## config.mk

```make
export PLATFORM = sky130hd
export DESIGN_NAME = kti_ctrl
export DESIGN_NICKNAME = d
export VERILOG_FILES = /design/src/hdl/kti_pkg.sv /design/src/hdl/kti_ctrl.sv
export SDC_FILE = /design/constraint.sdc
export NUM_CORES = 1
export LEC_CHECK = 0
export BUFFER_PORTS_ARGS = -buffer_cell sky130_fd_sc_hd__buf_2
export CAP_MARGIN = 40
export CORE_MARGIN = 2
export CORE_UTILIZATION = 30
export CTS_BUF_LIST = sky130_fd_sc_hd__clkbuf_8 sky130_fd_sc_hd__clkbuf_16
export CTS_CLUSTER_DIAMETER = 50
export DETAILED_ROUTE_END_ITERATION = 12
export RECOVER_POWER = 100
export SYNTH_ARGS = -nofsm -noshare
export SYNTH_HDL_FRONTEND = slang
export SYNTH_SLANG_ARGS = --single-unit
```

## constraint.sdc

```tcl
create_clock -name clk -period 2.5 [get_ports clk]
set_input_delay 0.25 -clock clk [delete_from_list [all_inputs] [get_ports clk]]
set_output_delay 0.25 -clock clk [all_outputs]
set_load 0.02 [all_outputs]
```

## src/hdl/kti_pkg.sv

```systemverilog
// ----------------------------------------------------------------------------
// kti_pkg
// Shared types and constants of the keyframe table interpolator.
// ----------------------------------------------------------------------------
package kti_pkg;

  localparam int KEYFRAMES_DEF = 64;

  localparam int CMD_W    = 3;
  localparam int TICK_W   = 31;
  localparam int VAL_W    = 32;
  localparam int MODE_W   = 3;
  localparam int IDX_W    = 8;
  localparam int FRAC_W   = 16;
  localparam int NFIELD   = 6;
  localparam int FIELD_IW = 3;

  localparam logic [CMD_W-1:0] CMD_ADD   = 3'd0;
  localparam logic [CMD_W-1:0] CMD_DEL   = 3'd1;
  localparam logic [CMD_W-1:0] CMD_CLEAR = 3'd2;
  localparam logic [CMD_W-1:0] CMD_EVAL  = 3'd3;
  localparam logic [CMD_W-1:0] CMD_MODE  = 3'd4;

  localparam logic [MODE_W-1:0] MODE_NONE      = 3'd0;
  localparam logic [MODE_W-1:0] MODE_KEYFRAMED = 3'd1;

  typedef logic [NFIELD-1:0][VAL_W-1:0] pose_t;

  typedef struct packed {
    logic [TICK_W-1:0] tick;
    logic [MODE_W-1:0] mode;
    pose_t             val;
  } key_t;

  typedef enum logic [4:0] {
    OP_NONE,
    OP_LOAD,
    OP_INS_INIT,
    OP_INS_READ,
    OP_INS_MOVE,
    OP_INS_PUT,
    OP_DEL_INIT,
    OP_DEL_READ,
    OP_DEL_MOVE,
    OP_DEL_FIN,
    OP_CLEAR,
    OP_SETMODE,
    OP_EV_INIT,
    OP_EV_SCAN,
    OP_EV_DEC,
    OP_DIV,
    OP_MIX,
    OP_RESULT
  } op_t;

  typedef struct packed {
    op_t  op;
    logic res_valid;
    logic res_acc;
  } ctl_t;

  typedef struct packed {
    logic [CMD_W-1:0] cmd;
    logic             full;
    logic             del_ok;
    logic             ptr_zero;
    logic             ins_shift;
    logic             del_last;
    logic             scan_done;
    logic             eval_ok;
    logic             need_div;
    logic             div_last;
    logic             mix_done;
    logic             out_free;
  } sts_t;

endpackage

```

## src/hdl/kti_ctrl.sv

```systemverilog
// ----------------------------------------------------------------------------
// kti_ctrl
// Sequencer: steps the datapath through insert, delete, clear, set mode, scan, divide, mix and result.
// ----------------------------------------------------------------------------
module kti_ctrl (
  input  logic          clk,
  input  logic          rst_n,
  input  logic          in_valid,
  output logic          in_stall,
  input  kti_pkg::sts_t sts,
  output kti_pkg::ctl_t ctl
);

  typedef enum logic [3:0] {
    S_IDLE, S_DISP, S_INS_RD, S_INS_CHK, S_INS_PUT, S_DEL_RD, S_DEL_MOVE,
    S_EV_SCAN, S_EV_DEC, S_DIV, S_MIX, S_DONE
  } state_t;

  state_t state_r, state_nxt;
  logic   res_valid_r, res_valid_nxt;
  logic   res_acc_r, res_acc_nxt;
  kti_pkg::op_t op;

  assign in_stall      = (state_r != S_IDLE);
  assign ctl.op        = op;
  assign ctl.res_valid = res_valid_r;
  assign ctl.res_acc   = res_acc_r;

  always_comb begin
    state_nxt     = state_r;
    res_valid_nxt = res_valid_r;
    res_acc_nxt   = res_acc_r;
    op            = kti_pkg::OP_NONE;
    unique case (state_r)
      S_IDLE: begin
        if (in_valid) begin
          op        = kti_pkg::OP_LOAD;
          state_nxt = S_DISP;
        end
      end
      S_DISP: begin
        res_valid_nxt = 1'b0;
        res_acc_nxt   = 1'b1;
        state_nxt     = S_DONE;
        unique case (sts.cmd)
          kti_pkg::CMD_ADD: begin
            if (sts.full) begin
              res_acc_nxt = 1'b0;
            end else begin
              op        = kti_pkg::OP_INS_INIT;
              state_nxt = S_INS_RD;
            end
          end
          kti_pkg::CMD_DEL: begin
            if (sts.del_ok) begin
              op        = kti_pkg::OP_DEL_INIT;
              state_nxt = S_DEL_RD;
            end else begin
              res_acc_nxt = 1'b0;
            end
          end
          kti_pkg::CMD_CLEAR: op = kti_pkg::OP_CLEAR;
          kti_pkg::CMD_MODE:  op = kti_pkg::OP_SETMODE;
          kti_pkg::CMD_EVAL: begin
            op        = kti_pkg::OP_EV_INIT;
            state_nxt = S_EV_SCAN;
          end
          default: ;
        endcase
      end
      S_INS_RD: begin
        if (sts.ptr_zero) begin
          state_nxt = S_INS_PUT;
        end else begin
          op        = kti_pkg::OP_INS_READ;
          state_nxt = S_INS_CHK;
        end
      end
      S_INS_CHK: begin
        if (sts.ins_shift) begin
          op        = kti_pkg::OP_INS_MOVE;
          state_nxt = S_INS_RD;
        end else begin
          state_nxt = S_INS_PUT;
        end
      end
      S_INS_PUT: begin
        op        = kti_pkg::OP_INS_PUT;
        state_nxt = S_DONE;
      end
      S_DEL_RD: begin
        if (sts.del_last) begin
          op        = kti_pkg::OP_DEL_FIN;
          state_nxt = S_DONE;
        end else begin
          op        = kti_pkg::OP_DEL_READ;
          state_nxt = S_DEL_MOVE;
        end
      end
      S_DEL_MOVE: begin
        op        = kti_pkg::OP_DEL_MOVE;
        state_nxt = S_DEL_RD;
      end
      S_EV_SCAN: begin
        op = kti_pkg::OP_EV_SCAN;
        if (sts.scan_done) state_nxt = S_EV_DEC;
      end
      S_EV_DEC: begin
        if (sts.eval_ok) begin
          op            = kti_pkg::OP_EV_DEC;
          res_valid_nxt = 1'b1;
          state_nxt     = sts.need_div ? S_DIV : S_MIX;
        end else begin
          state_nxt = S_DONE;
        end
      end
      S_DIV: begin
        op = kti_pkg::OP_DIV;
        if (sts.div_last) state_nxt = S_MIX;
      end
      S_MIX: begin
        op = kti_pkg::OP_MIX;
        if (sts.mix_done) state_nxt = S_DONE;
      end
      S_DONE: begin
        if (sts.out_free) begin
          op        = kti_pkg::OP_RESULT;
          state_nxt = S_IDLE;
        end
      end
      default: state_nxt = S_IDLE;
    endcase
  end

  always_ff @(posedge clk) begin
    if (!rst_n) begin
      state_r     <= S_IDLE;
      res_valid_r <= 1'b0;
      res_acc_r   <= 1'b1;
    end else begin
      state_r     <= state_nxt;
      res_valid_r <= res_valid_nxt;
      res_acc_r   <= res_acc_nxt;
    end
  end

endmodule

```

==> out/results.ini <==
[sta]
tns_ps=0
finalHoldViolations=0
timing.hold.ws_ps=260
final.setup_skew_ps=7.32
rsz0062_at_grt=no
timing.slew.headroom=0.549
worstMarginPinSlew_ps=676
fmax_mhz=439
period_needed_ps=2280
fin_crit_sh=0.912
setup_ws_ps=221
finalSetupViolations=0
slew_violations=0

[critical_path]
crit_start=state_r[3]
arrival_ps=2030
worstPathCellList=clkbuf_1 > or4b_1 > a32oi_1 > clkbuf_1
worst-path-buf-inv=2
slowest_stage=or4b_1
crit_top_cell=clkbuf_1
cpPeakStageDelay_ps=610
critical_path_class=reg2out
cp.required_ps=2250
worstReg2RegStart=state_r[3]
reg2reg_depth=5
r2r_slack_ps=530
crit_path_start_kind=flip-flop
crit_fanout=12
worst_setup_path_end_kind=output port
cp_top_family=simple AND/OR/NAND/NOR gates
rr_endpoint=state_r[1]

[placement]
dp_slack_ps=384
hpwl_um=1830
io_buffers=24
globalplace.congestion=0.836
dpl_cell_area_sq_um=957

[floorplanning]
core_sq_um=2710
rows=19
die_area_sq_um=3260
die_w_um=57.1
start_util=0.312
ios=25
die_h_um=57.1

[logic_synthesis]
ys_seq_elements=6
synth_fp_nets=135
synth.area.top_cells=dfxtp_1 (14%), buf_2 (4.7%), o21ai_0 (4.7%)
synth-edff-count=0
synth_cells=118
yosysWarnings=0
synth_top_area_cell=dfxtp_1
yosys-top-cells-count=buf_2 (8), o21ai_0 (8), a21oi_1 (7), inv_1 (7)
ys_async_sr_fraction=0
synthFlopType=dfxtp_1
seq_area_frac_synth=0.142
synth_cell_types=43
synth_top_area_share=0.142
syn_avg_cell_area_sq_um=7.17
syn_area_sq_um=846

[grt]
antenna_found_initial=0
grt_pass1_vias=873
grt_max_degree=28
grt_use_total=0.158
grt_pass1_wl_um=4110
overflow=0

[worst_hold_path]
whs_path_depth=2
hold_path_end=res_acc_r
hold_start=rst_n
worst_hold_path_type=in2reg

[route]
drtIter0Drc=37
wl_per_cell_um=14.8
wl_met1_um=1230
wl_um=2470
avgViaCountPerCell=5.83
met3_length_um=137
drc=0
highest_layer=met3
vias=973
first_pass_iters=4
ant_nets=0
met2_wirelength_um=1100

[cts]
clk-insertion-delay-late_ps=230
max-clock-path-buffers=2
clk_pin_slew_ps=40
cts-root-buf=clkbuf_8
cts.hold.buffers_added=0
numCtsBuffers=3
cts_tree=yes
htreeDepth=1
cts_num_sinks=6

[layout]
area_delta_synth_final_pct=16.4
n_antenna_cell=0
fillCellCount=319
nNetsFinal=155
utilization=0.363
fin_area_sq_um=985
drive_above_1_share=0.213

[job]
drv_cap=0

[run_status]
outcome=completed

[power_and_ir_drop]
p_leak_nw=0.384
irDropWorstVdd_v=0.000594
p_per_area_nw_per_um2=1030

[where the power goes]
group / switching [mW] / internal, mW
Sequential: 0.0838 / 0.127
Combinational: 0.393 / 0.258
Clock: 0.0455 / 0.104
Total: 0.523 / 0.489
[how the worst max path moves through the flow]
stage          cells after the start  slack [ps]  endpoint
4_1_cts                            5         140    ctl[3]
5_1_grt                            5         110    ctl[5]
3_5_place_dp                       5         380    ctl[3]
6_report                           4         220    ctl[3]
2_1_floorplan                      5         580    ctl[2]
3_3_place_gp                       5         520    ctl[2]
[cell families after synthesis]
kind of cell           after synthesis  share of synthesized area
buffers and inverters               19                      0.114
and+or+nand+nor                     44                      0.325
AOI/OAI and AO/OA                   47                      0.395
DFF                                  6                      0.142
muxes                                2                     0.0237
[final cells by class]
class / instances / area [sq um] / share of cell area
Tap cell: 31 / 38.8 / 0.0394
Timing Repair Buffer: 27 / 128 / 0.130
Sequential cell: 6 / 121 / 0.123
Inverter: 7 / 26.3 / 0.0267
Clock buffer: 3 / 41.3 / 0.0419
Multi-Input combinational cell: 93 / 629 / 0.639
[stage by stage]
stage | total power, mW | instances
finish | 1.01 | 167
global route | 1.10 | 167
CTS | 1.03 | 167
detailed placement | 0.873 | 164
global placement | 0.863 | 164
floorplan | 0.711 | 118
[routing by layer]
metal / track usage / vias to the layer above
li1: - / 484
met1: 0.228 / 459
met2: 0.238 / 30
met3: 0.0499 / 0
met4: 0.0199 / 0
met5: 0 / -
[cell usage in the layout (no fill, tap or decap), types with 5 or more instances in the layout]
cell / n
nor2b_1: 5
inv_1: 7
nand2b_1: 6
o21ai_0: 8
clkbuf_1: 8
nor2_1: 6
buf_2: 17
dfxtp_1: 5
a21oi_1: 7
nand2_1: 5
nand3b_1: 5
[state kept, by name, indices dropped and copies added, names as in the netlist]
signal and count:
res_valid_r 1, res_acc_r 1, state_r 4
[what timing repair did]
item                                    4_1_cts  5_1_grt
buffers inserted                              0        0
endpoints found under the setup margin        0        3
gates resized for setup                       0        1
(Power assumes the default switching activity.)
